## src/hdl/rfft_pkg.sv

```systemverilog
// ----------------------------------------------------------------------------
// rfft_pkg
// Shared widths, types and the twiddle table of the FFT core.
// ----------------------------------------------------------------------------
`default_nettype none

package rfft_pkg;

  localparam int POINTS       = 64;
  localparam int LOG2         = $clog2(POINTS);
  localparam int SAMPLE_BITS  = 16;
  localparam int TWIDDLE_BITS = 16;
  localparam int IN_W         = 16;
  localparam int BIN_BITS     = 22;
  localparam int IDX_W        = 6;
  // one bit of headroom past the worst-case component growth
  localparam int WORK_BITS    = SAMPLE_BITS + LOG2 + 2;
  localparam int TW_W         = TWIDDLE_BITS + 1;
  localparam int ROM_LOG2     = 6;
  localparam int STG_W        = $clog2(LOG2 + 1);

  typedef struct packed {
    logic [LOG2-1:0]                addr;
    logic signed [SAMPLE_BITS-1:0]  re;
    logic signed [SAMPLE_BITS-1:0]  im;
    logic                           last;
  } load_t;

  typedef struct packed {
    logic signed [TW_W-1:0] re;
    logic signed [TW_W-1:0] im;
  } tw_t;

  // sin(pi*n/32) in Q1.23, n = 0..16
  localparam int QSINE [17] = '{
    0, 822227, 1636536, 2435084, 3210181, 3954362, 4660461, 5321677,
    5931642, 6484482, 6974873, 7398092, 7750063, 8027397, 8227423,
    8348215, 8388608
  };

  localparam int TW_SH = 24 - TWIDDLE_BITS;

  function automatic int tw_round(int v);
    int r;
    if (TW_SH > 0) r = (v + (1 << (TW_SH - 1))) >>> TW_SH;
    else r = v;
    return r;
  endfunction

  // exp(-2*pi*i*t/64) for t = 0..31, the lower half plane of the circle
  function automatic tw_t twiddle(logic [ROM_LOG2-2:0] t);
    tw_t w;
    int  ti;
    int  cmag;
    int  smag;
    ti = int'(t);
    if (ti <= 16) begin
      cmag = tw_round(QSINE[16 - ti]);
      smag = tw_round(QSINE[ti]);
      w.re = TW_W'(cmag);
    end else begin
      cmag = tw_round(QSINE[ti - 16]);
      smag = tw_round(QSINE[32 - ti]);
      w.re = TW_W'(-cmag);
    end
    w.im = TW_W'(-smag);
    return w;
  endfunction

  // clamp a work value to the bin range
  function automatic logic [BIN_BITS-1:0] bin_sat(logic signed [WORK_BITS-1:0] v);
    logic signed [WORK_BITS-1:0] hi;
    logic signed [WORK_BITS-1:0] lo;
    logic [BIN_BITS-1:0]         r;
    hi = WORK_BITS'((64'sd1 <<< (BIN_BITS - 1)) - 64'sd1);
    lo = WORK_BITS'(-(64'sd1 <<< (BIN_BITS - 1)));
    if (v > hi) r = hi[BIN_BITS-1:0];
    else if (v < lo) r = lo[BIN_BITS-1:0];
    else r = v[BIN_BITS-1:0];
    return r;
  endfunction

endpackage

`default_nettype wire

```

## src/hdl/rfft_queue.sv

```systemverilog
// ----------------------------------------------------------------------------
// rfft_queue
// Two-entry queue between sample loader and transform engine.
// ----------------------------------------------------------------------------
`default_nettype none

module rfft_queue
  import rfft_pkg::*;
(
  input  wire   clk_i,
  input  wire   rst_ni,
  input  wire   push_i,
  input  load_t push_data_i,
  output logic  full_o,
  input  wire   pop_i,
  output logic  empty_o,
  output load_t pop_data_o
);

  load_t      slot_q [2];
  logic       wp_q, wp_d;
  logic       rp_q, rp_d;
  logic [1:0] cnt_q, cnt_d;

  assign full_o     = cnt_q[1];
  assign empty_o    = (cnt_q == 2'd0);
  assign pop_data_o = slot_q[rp_q];

  // advance pointers and fill count
  always_comb begin
    wp_d  = wp_q;
    rp_d  = rp_q;
    cnt_d = cnt_q;
    if (push_i) begin
      wp_d  = ~wp_q;
      cnt_d = cnt_d + 2'd1;
    end
    if (pop_i) begin
      rp_d  = ~rp_q;
      cnt_d = cnt_d - 2'd1;
    end
  end

  always_ff @(posedge clk_i or negedge rst_ni) begin
    if (!rst_ni) begin
      wp_q  <= 1'b0;
      rp_q  <= 1'b0;
      cnt_q <= 2'd0;
    end else begin
      wp_q  <= wp_d;
      rp_q  <= rp_d;
      cnt_q <= cnt_d;
    end
  end

  // store pushed entry
  always_ff @(posedge clk_i) begin
    if (push_i) slot_q[wp_q] <= push_data_i;
  end

endmodule

`default_nettype wire

```

## config.mk

```make
export PLATFORM = sky130hd
export DESIGN_NAME = rfft_queue
export DESIGN_NICKNAME = d
export VERILOG_FILES = /design/src/hdl/rfft_pkg.sv /design/src/hdl/rfft_queue.sv
export SDC_FILE = /design/constraint.sdc
export NUM_CORES = 1
export LEC_CHECK = 0
export BUFFER_PORTS_ARGS = -buffer_cell sky130_fd_sc_hd__buf_4
export CAP_MARGIN = 20
export CORE_MARGIN = 2
export CORE_UTILIZATION = 43
export DETAILED_ROUTE_END_ITERATION = 10
export PLACE_DENSITY = 0.65
export SYNTH_ARGS = -nofsm -noshare
export SYNTH_HDL_FRONTEND = slang
export SYNTH_SLANG_ARGS = --single-unit
```

## constraint.sdc

```tcl
create_clock -name clk_i -period 8.4 [get_ports clk_i]
set_clock_uncertainty 0.15 [all_clocks]
set_input_delay 0.42 -clock clk_i [delete_from_list [all_inputs] [get_ports clk_i]]
set_output_delay 0.42 -clock clk_i [all_outputs]
set_load 0.02 [all_outputs]
```

Word level (Yosys, flattened, before mapping) --
Memory sizes are Yosys's and may differ from the RTL's. Cells that the tools add are included.
Word-level totals: output and inout port bits 41, input port bits 43, RAM bits 78, memories kept 1, register bits after elaboration 4, logic and storage cells 13
Cells by class: reductions and logical operators 1, $add $sub $neg 2, bitwise gates (word level) 2, mux-type cells 4
Memory list:
- slot_q | depth 2, width 39, read ports 1, clocked after Yosys merged registers in 0, write ports 1, RTL line rfft_queue.sv:20 | load_t slot_q [2];
Operator list (count):
- 2-to-1 mux 2 bit | 2
- adder 2 x 1 -> 2 bit, second input constant | 1
- logical NOT 2 bit | 1
- 2-to-1 mux 1 bit | 2
- inverter 1 bit | 2
- subtractor 2 x 1 -> 2 bit, second input constant | 1

Logic depth before layout (Yosys ltp) --
depth after elaboration 4, gate-level depth with buffers 5, gate-level depth less buffers 5

Least setup slack after synthesis --
No wires, ideal clock.
kind input to register, start point input port push_i, end point memory slot_q[0][0] (netlist name), enable pin, slack 5505 ps, buffers on the path 1, arrival 2305 ps, stages 2, cell sequence buf_6 -> nor2b_1
Between the ends: longest elaborated chain between the ends 2
RTL lines:
- start, declared | RTL line rfft_queue.sv:12 | input wire push_i,
- 2-to-1 mux 1 bit | RTL line rfft_queue.sv:58 | if (push_i) slot_q[wp_q] <= push_data_i;
- 2-to-1 mux 1 bit (implied by the code) | RTL line rfft_queue.sv:58
- end, declared | RTL line rfft_queue.sv:20
Every way passes these cells.

==> metrics.md <==
| Metric | Value |
|---|---|
| # rows | `30` |
| Total chip power | `1.37 mW` |
| Die height | `88.2 um` |
| Syn Nets | `186` |
| Maximum vdd drop | `0.213 mV` |
| Max-Cap Viols | `0` |
| Post-synthesis register bit count | `82` |
| Cell count after placement | `316` |
| First-pass GRT wire length | `7480 um` |
| Post-route ant nets | `0` |
| DR vias | `1,550` |
| Area of the multi-input gates | `553 um^2` |
| Residual DRC count | `0` |
| Total track usage | `13.3%` |
| Gpl congestion | `0.662` |
| Crit path required time | `7.83 ns` |
| WS Path Type | `flip-flop to output port` |
| Most frequent cells in the layout | `buf_4, edfxtp_1, mux2_2, clkbuf_8` |
| Total global routing overflow | `0` |
| Initial core utilization | `44.6%` |
| H-Tree Level Count | `3` |
| Detail Placement HPWL | `3080 um` |
| Worst skew pair latency | `0.32 ns` |
| DRT iter0 DRCs | `69` |
| Clk slew on worst S/H paths | `0.08 ns` |
| Layout Cells excl Fill | `333` |
| Setup TNS Final | `0 ns` |
| Critical Path End Type | `output port` |
| # setup viols final | `0` |
| Run status | `finished, final reports clean` |
| FF+latch area | `2440 um^2` |
| CP max FO | `40` |
| Clock Path Buffers | `2` |
| Detailed Route WL | `4870 um` |
| Slew @ Worst Pin | `0.982 ns` |
| Final Slew Violations | `0` |
| Min-delay worst type | `input pin to flip-flop` |
| Core Region | `6830 um^2` |
| RSZ-0062 raised after global routing | `false` |
| Smallest setup slack after layout | `5.92 ns` |
| CTS buffer count | `9` |
| Avg Cell Area, Syn | `21.5 um^2` |
| Slew HR | `34.5%` |
| Crit path time final | `2.48 ns` |
| DR pass1 iterations | `4` |
| Number of global-route vias before repair | `1,604` |
| CP arrival | `1.91 ns` |
| Initial antenna violation count | `0` |
| Yosys cell types | `18` |
| Io pins | `84` |
| PwrDens | `343 nW/um^2` |
| Layout area overhead | `31.2%` |
| Startpoint types | `flip-flop` |
| CTS tree | `yes` |
| Fill count | `542` |
| Port buffer count | `83` |
| Root buf cell | `clkbuf_8` |
| Die area | `7780 um^2` |
| Number of diodes | `0` |
| Sink count of the clock tree | `82` |
| Vias per cell | `4.65` |
| Sequential fraction of the synthesis area | `80.1%` |
| Final Cycle Share | `29.5%` |
| Mapped Area | `3050 um^2` |
| Synth Warn # | `0` |
| Commonest non-fill, non-tap cell in the layout | `buf_4` |
| Nets | `276` |
| Pin count of the biggest net entering global routing | `41` |
| Postcts setup bufs | `0` |
| Hold Violations, Final | `0` |
| P_leak | `1.51 nW` |
| Routed WL per cell | `14.6 um` |
| Layout cell share with drive strength beyond 1 | `59.1%` |
| Synth Instances | `142` |
| Fmax | `404 MHz` |
| Pre-CTS WS | `6.23 ns` |
| Die W | `88.2 um` |
-- path summary, 6_finish.rpt --
check / startpoint / to / slack, ns / depth (start not counted)
max: rp_q$_DFFE_PN0P_ / pop_data_o[25] / 5.92 / 2
min: push_data_i[22] / slot_q[0][22]$_DFFE_PP_ / 0.12 / 1
max reg2reg: wp_q$_DFFE_PN0P_ / slot_q[0][4]$_DFFE_PP_ / 6.61 / 2
min reg2reg: wp_q$_DFFE_PN0P_ / wp_q$_DFFE_PN0P_ / 0.39 / 1
max in group asynchronous: rst_ni / rp_q$_DFFE_PN0P_ / 7.71 / 2
min in group asynchronous: rst_ni / cnt_q[1]$_DFF_PN0_ / 0.28 / 2
-- layout make-up --
| cell class | count | share of cell area, % |
|---|---|---|
| Sequential cell | 82 | 61.1 |
| Timing Repair Buffer | 85 | 16.0 |
| Multi-Input combinational cell | 52 | 13.8 |
| Clock buffer | 10 | 3.19 |
| Tap cell | 96 | 3.00 |
| Clock inverter | 6 | 2.63 |
| Inverter | 2 | 0.188 |
-- metrics by stage --
| step | utilization, % | cell area (um^2) | hold WS, ns |
|---|---|---|---|
| 6_report | 58.5 | 4000 | 0.117 |
| 5_1_grt | 58.5 | 4000 | 0.0863 |
| 4_1_cts | 58.5 | 4000 | 0.0941 |
| 3_5_place_dp | 55.0 | 3750 | 0.0749 |
| 3_3_place_gp | 55.0 | 3750 | 0.0740 |
| 2_1_floorplan | - | 3050 | -0.0256 |
-- registers in the layout, summed over array words and instances, names as in the netlist --
signal	cells
slot_q	78
cnt_q	2
rp_q	1
wp_q	1
-- cell families (layout without fill, tap and decap cells) --
logic type	count (synthesis)	count (layout)	synth area share [%]
AOI/OAI and AO/OA	4	4	1.23
xor gates and xnor gates	4	4	1.15
adders and majority gates	1	1	0.410
buffers and inverters	8	103	2.01
DFF	82	82	80.1
muxes	39	39	14.4
and+or+nand+nor	4	4	0.657
-- repair_timing --
| action | 4_1_cts | 5_1_grt |
|---|---|---|
| hold endpoints to repair | 4 | 0 |
| resized for setup | 0 | 0 |
| hold buffers | 1 | 0 |
-- report_power, final --
part           internal, mW  leakage, nW  switching, mW  total (mW)
Sequential            0.544        0.778         0.0591       0.603
Clock                 0.196        0.112          0.127       0.323
Combinational         0.221        0.616          0.222       0.443
Total                 0.961         1.51          0.408        1.37
-- critical path, cell delays in order, from the launching register on --
cell     delay, ns
dfrtp_2       0.99
mux2_2        0.43
buf_4         0.16
-- layer usage --
layer	vias to the layer above	global-route usage [%]	wire length, um	share of wire [%]
met5	-	0	0	0
li1	731	-	-	-
met1	762	15.4	2040	42
met2	53	21.8	2470	51
met4	0	6.61	38	0.78
met3	4	5.09	318	6.5
-- cell usage after synthesis, drive strengths merged --
master	instances	area share (%)
a22oi	1	0.25
a2bb2oi	1	0.49
a31oi	1	0.21
and2	1	0.21
buf	5	1.6
clkbuf	1	0.16
dfrtp	4	3.3
edfxtp	78	77
ha	1	0.41
inv	2	0.25
mux2	39	14
nand2	1	0.12
nor2	1	0.12
nor2b	1	0.21
o31a	1	0.29
xnor2	2	0.57
xor2	2	0.57
No activity file was read; power rests on OpenSTA's default activity.
