## src/hdl/rfft_pkg.sv

```systemverilog
// ----------------------------------------------------------------------------
// rfft_pkg
// Shared widths, types and the twiddle table of the FFT core.
// ----------------------------------------------------------------------------
`default_nettype none

package rfft_pkg;

  localparam int POINTS       = 64;
  localparam int LOG2         = $clog2(POINTS);
  localparam int SAMPLE_BITS  = 16;
  localparam int TWIDDLE_BITS = 16;
  localparam int IN_W         = 16;
  localparam int BIN_BITS     = 22;
  localparam int IDX_W        = 6;
  // one bit of headroom past the worst-case component growth
  localparam int WORK_BITS    = SAMPLE_BITS + LOG2 + 2;
  localparam int TW_W         = TWIDDLE_BITS + 1;
  localparam int ROM_LOG2     = 6;
  localparam int STG_W        = $clog2(LOG2 + 1);

  typedef struct packed {
    logic [LOG2-1:0]                addr;
    logic signed [SAMPLE_BITS-1:0]  re;
    logic signed [SAMPLE_BITS-1:0]  im;
    logic                           last;
  } load_t;

  typedef struct packed {
    logic signed [TW_W-1:0] re;
    logic signed [TW_W-1:0] im;
  } tw_t;

  // sin(pi*n/32) in Q1.23, n = 0..16
  localparam int QSINE [17] = '{
    0, 822227, 1636536, 2435084, 3210181, 3954362, 4660461, 5321677,
    5931642, 6484482, 6974873, 7398092, 7750063, 8027397, 8227423,
    8348215, 8388608
  };

  localparam int TW_SH = 24 - TWIDDLE_BITS;

  function automatic int tw_round(int v);
    int r;
    if (TW_SH > 0) r = (v + (1 << (TW_SH - 1))) >>> TW_SH;
    else r = v;
    return r;
  endfunction

  // exp(-2*pi*i*t/64) for t = 0..31, the lower half plane of the circle
  function automatic tw_t twiddle(logic [ROM_LOG2-2:0] t);
    tw_t w;
    int  ti;
    int  cmag;
    int  smag;
    ti = int'(t);
    if (ti <= 16) begin
      cmag = tw_round(QSINE[16 - ti]);
      smag = tw_round(QSINE[ti]);
      w.re = TW_W'(cmag);
    end else begin
      cmag = tw_round(QSINE[ti - 16]);
      smag = tw_round(QSINE[32 - ti]);
      w.re = TW_W'(-cmag);
    end
    w.im = TW_W'(-smag);
    return w;
  endfunction

  // clamp a work value to the bin range
  function automatic logic [BIN_BITS-1:0] bin_sat(logic signed [WORK_BITS-1:0] v);
    logic signed [WORK_BITS-1:0] hi;
    logic signed [WORK_BITS-1:0] lo;
    logic [BIN_BITS-1:0]         r;
    hi = WORK_BITS'((64'sd1 <<< (BIN_BITS - 1)) - 64'sd1);
    lo = WORK_BITS'(-(64'sd1 <<< (BIN_BITS - 1)));
    if (v > hi) r = hi[BIN_BITS-1:0];
    else if (v < lo) r = lo[BIN_BITS-1:0];
    else r = v[BIN_BITS-1:0];
    return r;
  endfunction

endpackage

`default_nettype wire

```

## src/hdl/rfft_if.sv

```systemverilog
// ----------------------------------------------------------------------------
// rfft_if
// Sample and bin channels of the FFT core.
// ----------------------------------------------------------------------------
`default_nettype none

interface rfft_sample_if
  import rfft_pkg::*;
();
  logic                   valid;
  logic                   ready;
  logic signed [IN_W-1:0] sample_re;
  logic signed [IN_W-1:0] sample_im;

  modport source (output valid, sample_re, sample_im, input ready);
  modport sink   (input valid, sample_re, sample_im, output ready);
endinterface


`default_nettype wire

```

## src/hdl/rfft_front.sv

```systemverilog
// ----------------------------------------------------------------------------
// rfft_front
// Accepts samples, counts the frame and tags each beat with its
// bit-reversed store address and an end-of-frame flag.
// ----------------------------------------------------------------------------
`default_nettype none

module rfft_front
  import rfft_pkg::*;
(
  input  wire        clk_i,
  input  wire        rst_ni,
  rfft_sample_if.sink in_s,
  input  wire        q_full_i,
  output logic       q_push_o,
  output load_t      q_data_o
);

  logic [LOG2-1:0] count_q, count_d;
  logic [LOG2-1:0] rev;

  assign in_s.ready = ~q_full_i;
  assign q_push_o   = in_s.valid & ~q_full_i;

  // reverse sample counter bits
  always_comb begin
    for (int n = 0; n < LOG2; n++) rev[n] = count_q[LOG2-1-n];
  end

  assign q_data_o.addr = rev;
  assign q_data_o.re   = in_s.sample_re[SAMPLE_BITS-1:0];
  assign q_data_o.im   = in_s.sample_im[SAMPLE_BITS-1:0];
  assign q_data_o.last = (count_q == LOG2'(POINTS - 1));

  // advance and wrap the load count
  always_comb begin
    count_d = count_q;
    if (q_push_o) begin
      if (q_data_o.last) count_d = '0;
      else count_d = count_q + LOG2'(1);
    end
  end

  always_ff @(posedge clk_i or negedge rst_ni) begin
    if (!rst_ni) begin
      count_q <= '0;
    end else begin
      count_q <= count_d;
    end
  end

endmodule

`default_nettype wire

```

## src/flat_wrapper.sv

```systemverilog
// flat-port wrapper written by rule: the top's interface ports become plain ports
module rfft_front_flat import rfft_pkg::*;
  (clk_i, rst_ni, q_full_i, q_push_o, q_data_o, in_s_valid, in_s_sample_re, in_s_sample_im, in_s_ready);
  rfft_sample_if in_s_i ();
  input  wire clk_i;
  input  wire rst_ni;
  input  wire q_full_i;
  output logic q_push_o;
  output load_t q_data_o;
  input wire logic [$bits(in_s_i.valid)-1:0] in_s_valid;
  input wire logic [$bits(in_s_i.sample_re)-1:0] in_s_sample_re;
  input wire logic [$bits(in_s_i.sample_im)-1:0] in_s_sample_im;
  output wire logic [$bits(in_s_i.ready)-1:0] in_s_ready;
  assign in_s_i.valid = in_s_valid;
  assign in_s_i.sample_re = in_s_sample_re;
  assign in_s_i.sample_im = in_s_sample_im;
  assign in_s_ready = in_s_i.ready;
  rfft_front u_core (.clk_i(clk_i), .rst_ni(rst_ni), .in_s(in_s_i), .q_full_i(q_full_i), .q_push_o(q_push_o), .q_data_o(q_data_o));
endmodule
```

## config.mk

```make
export PLATFORM = sky130hd
export DESIGN_NAME = rfft_front_flat
export DESIGN_NICKNAME = d
export VERILOG_FILES = /design/src/hdl/rfft_pkg.sv /design/src/hdl/rfft_if.sv /design/src/hdl/rfft_front.sv /design/src/flat_wrapper.sv
export SDC_FILE = /design/constraint.sdc
export NUM_CORES = 1
export LEC_CHECK = 0
export ABC_AREA = 1
export BUFFER_PORTS_ARGS = -buffer_cell sky130_fd_sc_hd__buf_2
export CAP_MARGIN = 5
export CORE_MARGIN = 3
export CORE_UTILIZATION = 30
export DETAILED_ROUTE_END_ITERATION = 8
export GPL_TIMING_DRIVEN = 0
export PLACE_DENSITY = 0.79
export SLEW_MARGIN = 15
export SYNTH_ARGS = -nofsm -noshare
export SYNTH_HDL_FRONTEND = slang
export SYNTH_SLANG_ARGS = --single-unit
```

## constraint.sdc

```tcl
create_clock -name clk_i -period 1.3 [get_ports clk_i]
set_clock_uncertainty 0.15 [all_clocks]
set_input_delay 0.39 -clock clk_i [delete_from_list [all_inputs] [get_ports clk_i]]
set_output_delay 0.39 -clock clk_i [all_outputs]
set_load 0.01 [all_outputs]
```

Word level (Yosys, flattened, before mapping)
Index checks and enable logic that the tools add are counted.
Storage, ports and cells
  input bits: 36
  logic and storage cells: 6
  latch bits: 0
  memory bits (read-only): 0
  RAM bits: 0
  bits in registers: 6
  output and inout bits: 41
  memories kept: 0
Cells by class
  $lt $le $gt $ge: 0
  shift-type cells: 0
  reduce and logical (&&, ||, !) cells: 0
  muxes and demuxes: 1
  multipliers: 0
  divide/modulo/power cells: 0
  eq/ne operators: 1
  add/sub/neg operators: 1
  bitwise logic cells: 2
Operator list (count)
  adder 6 x 1 -> 6 bit, second input constant: 1
  == test 6 bit, second input constant: 1
  two-way mux 6 bit: 1
  AND 1 bit: 1
  NOT 1 bit: 1

Longest topological paths before layout
Gate-level depths: netlist of the first run.
  depth after elaboration: 2
  depth in mapped cells: 6
  depth with buffers taken out: 6

Worst setup path before layout of the first run
Ideal clock, no wire load.
  kind: register -> output
  from: register u_core.count_q[0]
  to: output q_data_o[0] (netlist bit)
  cell stages (with the launch flop): 4
  data required time: 0.760 ns
  arrival: 0.856 ns
  slack: -0.096 ns
  buffers on the path: 0
  cells stage by stage: dfrtp_1 > ha_1 > nand3_2 > nor2_4
RTL lines
  start, declared: RTL line rfft_front.sv:19  | logic [LOG2-1:0] count_q, count_d;
  start signal, assigned: RTL line rfft_front.sv:48  | count_q <= count_d;
  end, declared: RTL line flat_wrapper.sv:9  | output load_t q_data_o;

==> out/summary.txt, run 1 <==
FLOORPLAN
------------------------------------------------------------------------------------------
Area inside the core boundary                                                    1745 um^2
Die Wd                                                                            49.32 um
Total die area                                                                   2432 um^2
Site Rows                                                                               15
Top-level port count                                                                    77
Starting utilization of the core area                                               32.26%
Die height                                                                        49.32 um

DETAILED ROUTING
------------------------------------------------------------------------------------------
Initial DRT Pass Iterations                                                              4
Wirelength per Cell                                                               11.03 um
Number of DRC violations after detailed-routing iteration 0                              4
Total via count after detailed routing                                                 632
Number of design rule violations left after detail routing                               0
Post-DR vias/cell                                                                    4.025
Total wire length after detailed routing                                           1732 um
Remaining number of nets flagged by the antenna check after routing                      0

CRITICAL PATH
------------------------------------------------------------------------------------------
Worst-path maximum fanout                                                                2
Arrival time of data at the critical path endpoint                                 1100 ps
Biggest cell delay along the critical path                                          350 ps
Worst reg2reg setup slack                                                          -100 ps
Crit path kind                                                                flip-flop to primary output
Worst endpoint required time                                                        760 ps
Crit path launch type                                                            flip-flop
Master of the slowest instance on the critical path                           sky130_fd_sc_hd__dfrtp_1
Cell breakdown of the critical path                                           ha_2 -> nand3_4 -> nor2_4 -> buf_6
Crit. End Element                                                             primary output

PLACEMENT
------------------------------------------------------------------------------------------
Detail Placement HPWL                                                              1258 um
DP Cell Count                                                                          137
Worst slack at placement                                                         -202.5 ps
Weighted congestion reported at the end of routability-driven placement             0.6896
Total of buffers placed on input and output ports                                       44

POWER
------------------------------------------------------------------------------------------
Power per standard cell area                                                  1365 nW/um^2
Peak supply drop                                                                 0.7716 mV
Leakage power                                                                    0.6156 nW

FINISH
------------------------------------------------------------------------------------------
Fin util                                                                            61.36%
Multi-input combinational cell area                                             197.7 um^2
Flip-flop and latch area                                                        150.1 um^2
Max FFs per register                                                                     6
Fin nets                                                                               171
Biggest register                                                              u_core.count_q
Largest registers                                                             u_core.count_q x6
Ratio of cells with drive above 1 in the final layout                               82.58%
Area growth, synth to finish                                                        90.22%
Count of fill cells added during filler insertion                                      149
Number of standard cells in the final layout excluding fillers                         157
Antenna Diode Count                                                                      0

SYNTHESIS
------------------------------------------------------------------------------------------
Total of flip-flops plus latches after synthesis                                         6
Simple-gate portion of the synthesized area                                         19.56%
Area fraction in compound gates after synthesis                                     3.111%
Multiplexer fraction of the synthesized cell area                                       0%
Net Count, Synth                                                                       105
Unique cell type count in the Yosys netlist                                             17
Synth warn                                                                               0
Dominant combinational cell family by area after synthesis                    buffers and inverters
Netlist area before placement                                                   563.0 um^2
Synth Area in Adders                                                                2.222%
Post-synthesis xor/xnor area fraction                                               3.111%
Share of the yosys chip area belonging to registers                                 26.67%
Mean Syn Cell Area                                                              8.280 um^2
Cell count after synthesis                                                              68

CTS
------------------------------------------------------------------------------------------
Clock edge transition at the registers on the reported setup and hold paths          40 ps
TritonCTS clock tree                                                                  done
Max H-tree Level                                                                         1
Sink Count                                                                               6
Insertion delay to the later sink of the worst-skew pair                            240 ps
Root Buffer Master                                                            sky130_fd_sc_hd__clkbuf_4
Clock buffer depth                                                                       2
Number of buffers created by CTS                                                         3

STA
------------------------------------------------------------------------------------------
Unrepaired setup endpoints after global routing                                       true
Final hold slack                                                                  352.3 ps
Relative slew slack                                                                 83.31%
Maximum clock rate                                                              0.6106 GHz
Max Transition Viols Final                                                               0
Setup-failing EPs final                                                                 11
Final Hold Viols                                                                         0
Post-route clock period utilization                                                 126.0%
PnR worst setup slack                                                            -337.7 ps
Measured slew at the worst slew-check pin                                         248.4 ps
Final critical-path required period                                                1638 ps

GRT
------------------------------------------------------------------------------------------
Largest net degree at the start of global routing                                        7
Vias in the first global route                                                         604
Wire length of the first global-routing pass                                       2380 um
Total congestion overflow                                                                0
Overall Global Routing Usage                                                        12.46%
Number of antenna violations at the first check in global routing                        0

RUN STATUS
------------------------------------------------------------------------------------------
Violated checks                                                               setup timing
Status                                                                        complete, but fails checks

JOB
------------------------------------------------------------------------------------------
Max capacitance violation total                                                          0

WORST HOLD PATH
------------------------------------------------------------------------------------------
Worst min path class                                                          primary input to async pin

## power by group
part	switching [mW]	internal, mW
combinational	0.411	0.543
clock	0.0582	0.104
sequential	0.0766	0.269
## repair_timing
item | in CTS | in global routing
endpoints found under the hold margin | 6 | 0
endpoints found under the setup margin | 10 | 12
setup buffers | 14 | 5
pin swaps | 3 | 3
resized for setup | 12 | 11
hold buffers | 1 | 0
## critical path, delay by kind of cell, from the launching register on
kind	cells	cell delay [ps]
buffers and inverters	1	110
adders and majority gates	1	210
and+or+nand+nor	2	190
DFF	1	350
## layout by cell type, fill, tap and decap left out, types with 2 or more instances in the layout
master / n
sky130_fd_sc_hd__buf_2: 36
sky130_fd_sc_hd__buf_4: 45
sky130_fd_sc_hd__buf_6: 11
sky130_fd_sc_hd__clkbuf_4: 3
sky130_fd_sc_hd__dfrtp_1: 6
sky130_fd_sc_hd__inv_1: 2
sky130_fd_sc_hd__nand2_1: 7
sky130_fd_sc_hd__nand2_4: 2
sky130_fd_sc_hd__nor2_1: 2
sky130_fd_sc_hd__nor2_4: 3
## per-stage QoR
step                total power [mW]  TNS (ps)  instance area, um^2
global placement              0.8371    -248.0                814.5
detailed placement            0.8640    -311.7                814.5
finish                         1.462     -1280                 1071
global route                   1.538     -1707                 1071
floorplan                     0.6644    -138.6                563.0
CTS                            1.345     -1205                 1017
## final timing paths
kind,endpoint,from,depth (start not counted)
setup reg to reg,u_core.count_q[4],u_core.count_q[1],6
max in group asynchronous,u_core.count_q[1],rst_ni,2
setup / recovery,q_data_o[0],u_core.count_q[1],4
hold / removal,u_core.count_q[5],rst_ni,2
min in group clk_i,u_core.count_q[0],in_s_valid,3
hold reg to reg,u_core.count_q[0],u_core.count_q[0],2
## layout make-up
type,instances,area share (%)
Tap cell,25,2.921
Sequential cell,6,14.02
Multi-Input combinational cell,26,18.46
Buffer,32,22.43
Timing Repair Buffer,61,38.43
Clock buffer,3,2.103
Inverter,4,1.636
## metal layers
metal	wire (um)	up-vias	part of all wire, %	global-route usage (%)
met5	0	-	0	0
met4	21	0	1.2	8.531
met3	211	2	12	4.893
met2	891	48	51	23.44
met1	608	276	35	10.43
li1	-	306	-	-
## synthesized netlist by cell type
cell type	n	area, um^2
sky130_fd_sc_hd__a21oi_1	1	5.000
sky130_fd_sc_hd__inv_1	2	7.510
sky130_fd_sc_hd__xnor2_1	1	8.760
sky130_fd_sc_hd__nand3_2	2	20.02
sky130_fd_sc_hd__ha_1	1	12.51
sky130_fd_sc_hd__nor2_1	4	15.01
sky130_fd_sc_hd__o21a_1	1	7.510
sky130_fd_sc_hd__nand2_2	2	12.51
sky130_fd_sc_hd__dfrtp_1	6	150.1
sky130_fd_sc_hd__nor3_1	1	5.000
sky130_fd_sc_hd__nand2_1	8	30.03
sky130_fd_sc_hd__nand3_1	1	5.000
sky130_fd_sc_hd__inv_2	2	7.510
sky130_fd_sc_hd__nor2_4	2	22.52
sky130_fd_sc_hd__xor2_1	1	8.760
sky130_fd_sc_hd__buf_4	32	240.2
sky130_fd_sc_hd__o21ai_1	1	5.000
## cells by family (layout without fill, tap and decap cells)
logic type / after synthesis / count (layout)
simple gates: 20 / 20
flops: 6 / 6
xor+xnor: 2 / 2
compound gates: 3 / 3
buf+inv: 36 / 100
fa+ha+maj: 1 / 1
No activity file was read; power rests on OpenSTA's default activity.
==> run 2: changes to the inputs <==
CORE_ASPECT_RATIO = 0.9   (was default)
==> run 2 against run 1 <==
Against the previous run:
- the run still ends with setup timing left
- global-route usage increased by 1.1 points
- hold slack got worse by 11 ps
- flip-flop and latch count unchanged
- maximum frequency increased by 1.1%
- cell area increased by 2.8%
- via count increased by 4.1%
- critical path depth unchanged
- combinational power increased by 2.9%
- critical endpoint unchanged
==> out/summary.txt, run 2 (synthesized netlist as in run 1, its figures left out) <==
CRITICAL PATH
------------------------------------------------------------------------------------------
Biggest cell delay along the critical path                                          390 ps   +40 ps
Worst-path maximum fanout                                                                2   unchanged
Cell breakdown of the critical path                                           ha_4 -> nand3_4 -> nor2_4 -> buf_6
Crit path kind                                                                flip-flop to primary output
Master of the slowest instance on the critical path                           sky130_fd_sc_hd__dfrtp_1
Worst endpoint required time                                                        760 ps   about the same
Crit. End Element                                                             primary output
Arrival time of data at the critical path endpoint                                 1080 ps   -20 ps
Number of buffer and inverter stages on the critical path                                1   unchanged
Crit path launch type                                                            flip-flop
Family with the most delay on the worst path                                    flip-flops

STA
------------------------------------------------------------------------------------------
Setup TNS                                                                         -1253 ps   +27.02 ps
Final critical-path required period                                                1620 ps   -17.33 ps
Final Hold Viols                                                                         0   unchanged
Post-route clock period utilization                                                 124.6%   -1.3 points
Max Transition Viols Final                                                               0   unchanged
Setup-failing EPs final                                                                  8   -3
Measured slew at the worst slew-check pin                                         170.8 ps   -77.56 ps
Maximum clock rate                                                              0.6171 GHz   +1.1%
Unrepaired setup endpoints after global routing                                       true
Relative slew slack                                                                 88.55%   +5.2 points
PnR worst setup slack                                                            -320.4 ps   +17.33 ps

POWER
------------------------------------------------------------------------------------------
Leakage power                                                                    0.6186 nW   +0.50%
Combinational Power Share                                                            64.8%   -0.5 points
Sw Pwr                                                                           0.5814 mW   +6.4%
Overall power of the completed layout                                             1.515 mW   +3.7%
Power per standard cell area                                                  1376 nW/um^2   +0.84%
Proportion of power drawn by the clock network                                       11.2%   about the same
Sequential cell fraction of total power                                              24.0%   +0.3 points
Internal power component                                                         0.9340 mW   +2.0%
Peak supply drop                                                                 0.8206 mV   +6.4%
Switch share                                                                        38.37%   +1.0 points

PLACEMENT
------------------------------------------------------------------------------------------
Worst slack at placement                                                         -216.5 ps   -14.00 ps
DP Cell Count                                                                          136   -0.73%
Weighted congestion reported at the end of routability-driven placement             0.6253   -9.3%
Detail Placement HPWL                                                              1281 um   +1.9%
Total of buffers placed on input and output ports                                       44   unchanged

FLOORPLAN
------------------------------------------------------------------------------------------
Starting utilization of the core area                                               32.80%   +0.54 points
Top-level port count                                                                    77   unchanged
Area inside the core boundary                                                    1717 um^2   -1.6%
Site Rows                                                                               14   -1
Total die area                                                                   2433 um^2   about the same
Die Wd                                                                            51.67 um   +4.8%
Die height                                                                        47.10 um   -4.5%

RUN STATUS
------------------------------------------------------------------------------------------
Status                                                                        complete, but fails checks
Violated checks                                                               setup timing

CTS
------------------------------------------------------------------------------------------
Number of buffers created by CTS                                                         3   unchanged
TritonCTS clock tree                                                                  done
Clock edge transition at the registers on the reported setup and hold paths          50 ps   about the same
Insertion delay to the later sink of the worst-skew pair                            240 ps   about the same
Sink Count                                                                               6   unchanged
Root Buffer Master                                                            sky130_fd_sc_hd__clkbuf_4
Clock buffer depth                                                                       2   unchanged
Max H-tree Level                                                                         1   unchanged

FINISH
------------------------------------------------------------------------------------------
Leading cell type in the layout, fill and taps excluded                       sky130_fd_sc_hd__buf_4
Flip-flop and latch area                                                        152.6 um^2   +1.7%
Area growth, synth to finish                                                        95.56%
Top library cells by usage in the layout, fill and taps aside                 45 x sky130_fd_sc_hd__buf_4, 35 x sky130_fd_sc_hd__buf_2, 12 x sky130_fd_sc_hd__buf_6
Fin nets                                                                               171   unchanged
Antenna Diode Count                                                                      0   unchanged
Multi-input combinational cell area                                             217.7 um^2   +10%
Ratio of cells with drive above 1 in the final layout                               85.61%   +3.0 points
Fin util                                                                            64.14%   +2.8 points
Largest registers                                                             u_core.count_q x6
Biggest register                                                              u_core.count_q
Max FFs per register                                                                     6   unchanged
Count of fill cells added during filler insertion                                      129   -13%
Number of standard cells in the final layout excluding fillers                         156   -0.64%

DETAILED ROUTING
------------------------------------------------------------------------------------------
Initial DRT Pass Iterations                                                              4   unchanged
Total via count after detailed routing                                                 658   +4.1%
Total wire length after detailed routing                                           1952 um   +13%
Number of design rule violations left after detail routing                               0   unchanged
Post-DR vias/cell                                                                    4.218   +4.8%
Wirelength per Cell                                                               12.51 um   +13%
Remaining number of nets flagged by the antenna check after routing                      0   unchanged
Number of DRC violations after detailed-routing iteration 0                              5   +1

GRT
------------------------------------------------------------------------------------------
Wire length of the first global-routing pass                                       2415 um   +1.5%
Largest net degree at the start of global routing                                        7   unchanged
Vias in the first global route                                                         588   -2.6%
Total congestion overflow                                                                0   unchanged
Number of antenna violations at the first check in global routing                        0   unchanged
Overall Global Routing Usage                                                        13.57%   +1.1 points

WORST HOLD PATH
------------------------------------------------------------------------------------------
Worst min path class                                                          primary input to async pin

JOB
------------------------------------------------------------------------------------------
Max capacitance violation total                                                          0   unchanged

[run 2: what timing repair did]
item | in CTS | in global routing
hold endpoints to repair | 6 | 0
setup buffers | 14 | 5
pin swaps | 5 | 3
hold buffers | 1 | 0
resized for setup | 15 | 16
setup endpoints to repair | 10 | 12
[run 2: area by class of cell]
cell class	instances	share of cell area, %
Buffer	32	21.82
Clock buffer	3	2.045
Inverter	4	1.818
Multi-Input combinational cell	26	19.77
Sequential cell	6	13.86
Tap cell	24	2.727
Timing Repair Buffer	61	37.95
[run 2: worst paths after layout]
path | to | cells after the start | slack [ps] | start
setup / recovery | q_data_o[0] | 4 | -320 | u_core.count_q[0]
hold / removal | u_core.count_q[5] | 2 | 340 | rst_ni
setup reg to reg | u_core.count_q[0] | 6 | -30 | u_core.count_q[0]
hold reg to reg | u_core.count_q[1] | 3 | 480 | u_core.count_q[1]
max in group asynchronous | u_core.count_q[2] | 2 | 500 | rst_ni
min in group clk_i | u_core.count_q[0] | 3 | 350 | in_s_valid
[run 2: power groups by stage]
stage / Clock [mW] / Sequential, mW / Combinational [mW]
after CTS: 0.169 / 0.355 / 0.814
after floorplan: 0 / 0.397 / 0.267
final: 0.170 / 0.364 / 0.982
after detailed placement: 0 / 0.374 / 0.491
after global routing: 0.175 / 0.370 / 1.05
after global placement: 0 / 0.361 / 0.478
[run 2: metal layers]
layer / GRT usage [%] / share of wire [%] / up-vias
li1: - / - / 307
met1: 12.55 / 32 / 295
met2: 27.16 / 53 / 51
met3: 3.175 / 13 / 5
met4: 8.901 / 2.6 / 0
met5: 0 / 0 / -
[run 2: through the flow]
stage	hold slack, ps	instance area (um^2)
after floorplan	-55.59	563.0
after global placement	61.00	813.3
after detailed placement	63.19	813.3
after CTS	347.8	1026
after global routing	362.4	1101
final	341.4	1101
==> run 3: changes to the inputs <==
BUFFER_PORTS_ARGS = default   (was -buffer_cell sky130_fd_sc_hd__buf_2)
CORE_AREA = 2 2 39 41   (was default)
CORE_ASPECT_RATIO = default   (was 0.9)
CORE_MARGIN = default   (was 3)
CORE_UTILIZATION = default   (was 30)
DIE_AREA = 0 0 41 43   (was default)
DONT_BUFFER_PORTS = 1   (was default)
PLACE_DENSITY = default   (was 0.79)
SLEW_MARGIN = default   (was 15)
==> run 3 against run 2 <==
Against the previous run:
- the run still ends with setup timing left
- largest power group is now sequential cells
- clock power fell by 5%
- sequential power rose by 23%
- clock-buffer cell count did not move
- final cell count fell by 44%
==> out/summary.txt, run 3 (synthesized netlist as in run 1, its figures left out) <==
RUN STATUS
------------------------------------------------------------------------------------------
Status                                                                        complete, but fails checks
Violated checks                                                               setup timing

DETAILED ROUTING
------------------------------------------------------------------------------------------
Wirelength per Cell                                                               10.94 um   -13%
Total wire length after detailed routing                                            963 um   -51%
Total via count after detailed routing                                                 407   -38%
Number of DRC violations after detailed-routing iteration 0                              2   -3
Remaining number of nets flagged by the antenna check after routing                      0   unchanged
Post-DR vias/cell                                                                    4.625   +9.7%
Initial DRT Pass Iterations                                                              2   -2
Number of design rule violations left after detail routing                               0   unchanged

POWER
------------------------------------------------------------------------------------------
Combinational Power Share                                                            34.8%   -30 points
Sw Pwr                                                                           0.3875 mW   -33%
Proportion of power drawn by the clock network                                       17.4%   +6.2 points
Overall power of the completed layout                                            0.9317 mW   -39%
Peak supply drop                                                                 0.5646 mV   -31%
Switch share                                                                        41.59%   +3.2 points
Sequential cell fraction of total power                                              47.8%   +24 points
Internal power component                                                         0.5442 mW   -42%
Power per standard cell area                                                  1454 nW/um^2   +5.7%
Leakage power                                                                    0.3236 nW   -48%

CTS
------------------------------------------------------------------------------------------
Clock buffer depth                                                                       2   unchanged
Sink Count                                                                               6   unchanged
Number of buffers created by CTS                                                         3   unchanged
Clock edge transition at the registers on the reported setup and hold paths          40 ps   about the same
Insertion delay to the later sink of the worst-skew pair                            240 ps   about the same
Root Buffer Master                                                            sky130_fd_sc_hd__clkbuf_4
Max H-tree Level                                                                         1   unchanged
TritonCTS clock tree                                                                  done

GRT
------------------------------------------------------------------------------------------
Wire length of the first global-routing pass                                       1110 um   -54%
Largest net degree at the start of global routing                                        7   unchanged
Vias in the first global route                                                         300   -49%
Overall Global Routing Usage                                                        9.615%   -4.0 points
Total congestion overflow                                                                0   unchanged
Number of antenna violations at the first check in global routing                        0   unchanged

CRITICAL PATH
------------------------------------------------------------------------------------------
Family with the most delay on the worst path                                    flip-flops
Worst reg2reg setup slack                                                           -30 ps   about the same
Master of the slowest instance on the critical path                           sky130_fd_sc_hd__dfrtp_2
Instance count on the critical path                                                      3   -1
Cell breakdown of the critical path                                           ha_4 -> nand3_4 -> nor2_4
Worst-path maximum fanout                                                                4   +2
Crit Reg-Reg Startpoint                                                       u_core.count_q[1]
Number of buffer and inverter stages on the critical path                                0   -1
Worst endpoint required time                                                        760 ps   about the same
Crit. End Element                                                             primary output
Crit path kind                                                                flip-flop to primary output
Worst r2r path cells                                                                     5   -1
Arrival time of data at the critical path endpoint                                 1070 ps   about the same
Crit path launch type                                                            flip-flop
Start point of the critical path                                              u_core.count_q[1]
Biggest cell delay along the critical path                                          440 ps   +50 ps

FLOORPLAN
------------------------------------------------------------------------------------------
Area inside the core boundary                                                    1384 um^2   -19%
Top-level port count                                                                    77   unchanged
Starting utilization of the core area                                               40.69%   +7.9 points
Die Wd                                                                               41 um   -21%
Die height                                                                           43 um   -8.7%
Total die area                                                                   1763 um^2   -28%
Site Rows                                                                               14   unchanged

WORST HOLD PATH
------------------------------------------------------------------------------------------
Hold path cells                                                                          3
Worst min path class                                                          primary input to flip-flop
Start point of the worst hold path                                              in_s_valid

PLACEMENT
------------------------------------------------------------------------------------------
Total of buffers placed on input and output ports                                        0   -100%
Weighted congestion reported at the end of routability-driven placement             0.6718   +7.4%
Detail Placement HPWL                                                             871.5 um   -32%
Total placed instance area                                                      583.1 um^2   -28%

FINISH
------------------------------------------------------------------------------------------
Ratio of cells with drive above 1 in the final layout                               66.67%   -19 points
Max FFs per register                                                                     6   unchanged
Fin nets                                                                               111   -35%
Biggest register                                                              u_core.count_q
Top library cells by usage in the layout, fill and taps aside                 32 x sky130_fd_sc_hd__buf_4, 8 x sky130_fd_sc_hd__nand2_1, 4 x sky130_fd_sc_hd__nor2_1, 4 x sky130_fd_sc_hd__dfrtp_2, 3 x sky130_fd_sc_hd__clkbuf_4
Leading cell type in the layout, fill and taps excluded                       sky130_fd_sc_hd__buf_4
Post-route cell area                                                            640.6 um^2   -42%
Area growth, synth to finish                                                        13.78%
Largest registers                                                             u_core.count_q x6
Antenna Diode Count                                                                      0   unchanged

STA
------------------------------------------------------------------------------------------
Final critical-path required period                                                1611 ps   -9.311 ps
Relative slew slack                                                                 82.83%   -5.7 points
Maximum clock rate                                                              0.6207 GHz   +0.58%
Unrepaired setup endpoints after global routing                                       true
Measured slew at the worst slew-check pin                                         256.7 ps   +85.90 ps
Max Transition Viols Final                                                               0   unchanged
Final Hold Viols                                                                         0   unchanged
PnR worst setup slack                                                            -311.1 ps   +9.311 ps
Post-route clock period utilization                                                 123.9%   -0.72 points
Setup-failing EPs final                                                                  3   -5

JOB
------------------------------------------------------------------------------------------
Max capacitance violation total                                                          0   unchanged

-- run 3: cell types whose count changed in the layout (fill, tap and decap cells not counted), moves of 2 or more --
cell and change:
sky130_fd_sc_hd__dfrtp_2 +2, sky130_fd_sc_hd__inv_4 -2, sky130_fd_sc_hd__dfrtp_1 -2, sky130_fd_sc_hd__nand2_4 -2
sky130_fd_sc_hd__buf_4 -13, sky130_fd_sc_hd__buf_2 -35, sky130_fd_sc_hd__buf_6 -12
-- run 3: worst register-to-register path, delay by kind of cell (launching register included) --
kind / cells / cell delay, ps
flip-flops: 1 / 440
AO/OA/AOI/OAI: 1 / 170
AND/OR/NAND/NOR: 3 / 280
adder cells (fa/ha/maj): 1 / 180
-- run 3: cell type report --
type | count | area, um^2
plain buffers | 32 | 240.2
clock buffers | 3 | 22.52
repair buffers | 1 | 10.01
multi-input cells | 26 | 177.7
well taps | 16 | 20.02
inverters | 4 | 15.01
flip-flops and latches | 6 | 155.1
fillers | 150 | 743.2
-- run 3: power groups by stage --
stage | clock, mW | sequential, mW | combinational, mW
5_1_grt | 0.184 | 0.464 | 0.356
2_1_floorplan | 0 | 0.397 | 0.267
3_5_place_dp | 0 | 0.421 | 0.298
6_report | 0.162 | 0.446 | 0.324
4_1_cts | 0.170 | 0.442 | 0.328
3_3_place_gp | 0 | 0.419 | 0.296
-- run 3: timing repair --
item | 4_1_cts | 5_1_grt
resized for setup | 5 | 2
endpoints found under the setup margin | 5 | 6
buffers inserted | 0 | 0
endpoints found under the hold margin | 6 | 0
pin swaps | 2 | 3
hold buffers | 1 | 0
-- run 3: path summary, 6_finish.rpt --
path | endpoint
worst max register to register | u_core.count_q[0]
max in group asynchronous | u_core.count_q[0]
worst max-delay path | q_data_o[0]
worst min register to register | u_core.count_q[4]
worst min-delay path | u_core.count_q[1]
min in group asynchronous | u_core.count_q[5]
-- run 3: through the flow --
stage	TNS [ps]	hold WS (ps)	util [%]	setup WS [ps]	std cells
floorplan	-138.6	-55.59	-	-96.02	68
CTS	-536.2	205.4	46.11	-360.7	88
detailed placement	-639.7	-55.50	42.13	-187.7	84
global route	-657.4	213.3	46.29	-370.5	88
global placement	-602.1	-55.48	42.13	-178.7	84
finish	-371.8	210.1	46.29	-311.1	88
-- run 3: routing by layer --
layer	share of wire, %	track usage, %	vias to the layer above	wire (um)
met5	0	0	-	0
met4	0	6.000	0	0
met3	23	5.759	0	220
met2	49	14.69	45	476
met1	28	9.241	173	265
li1	-	-	189	-
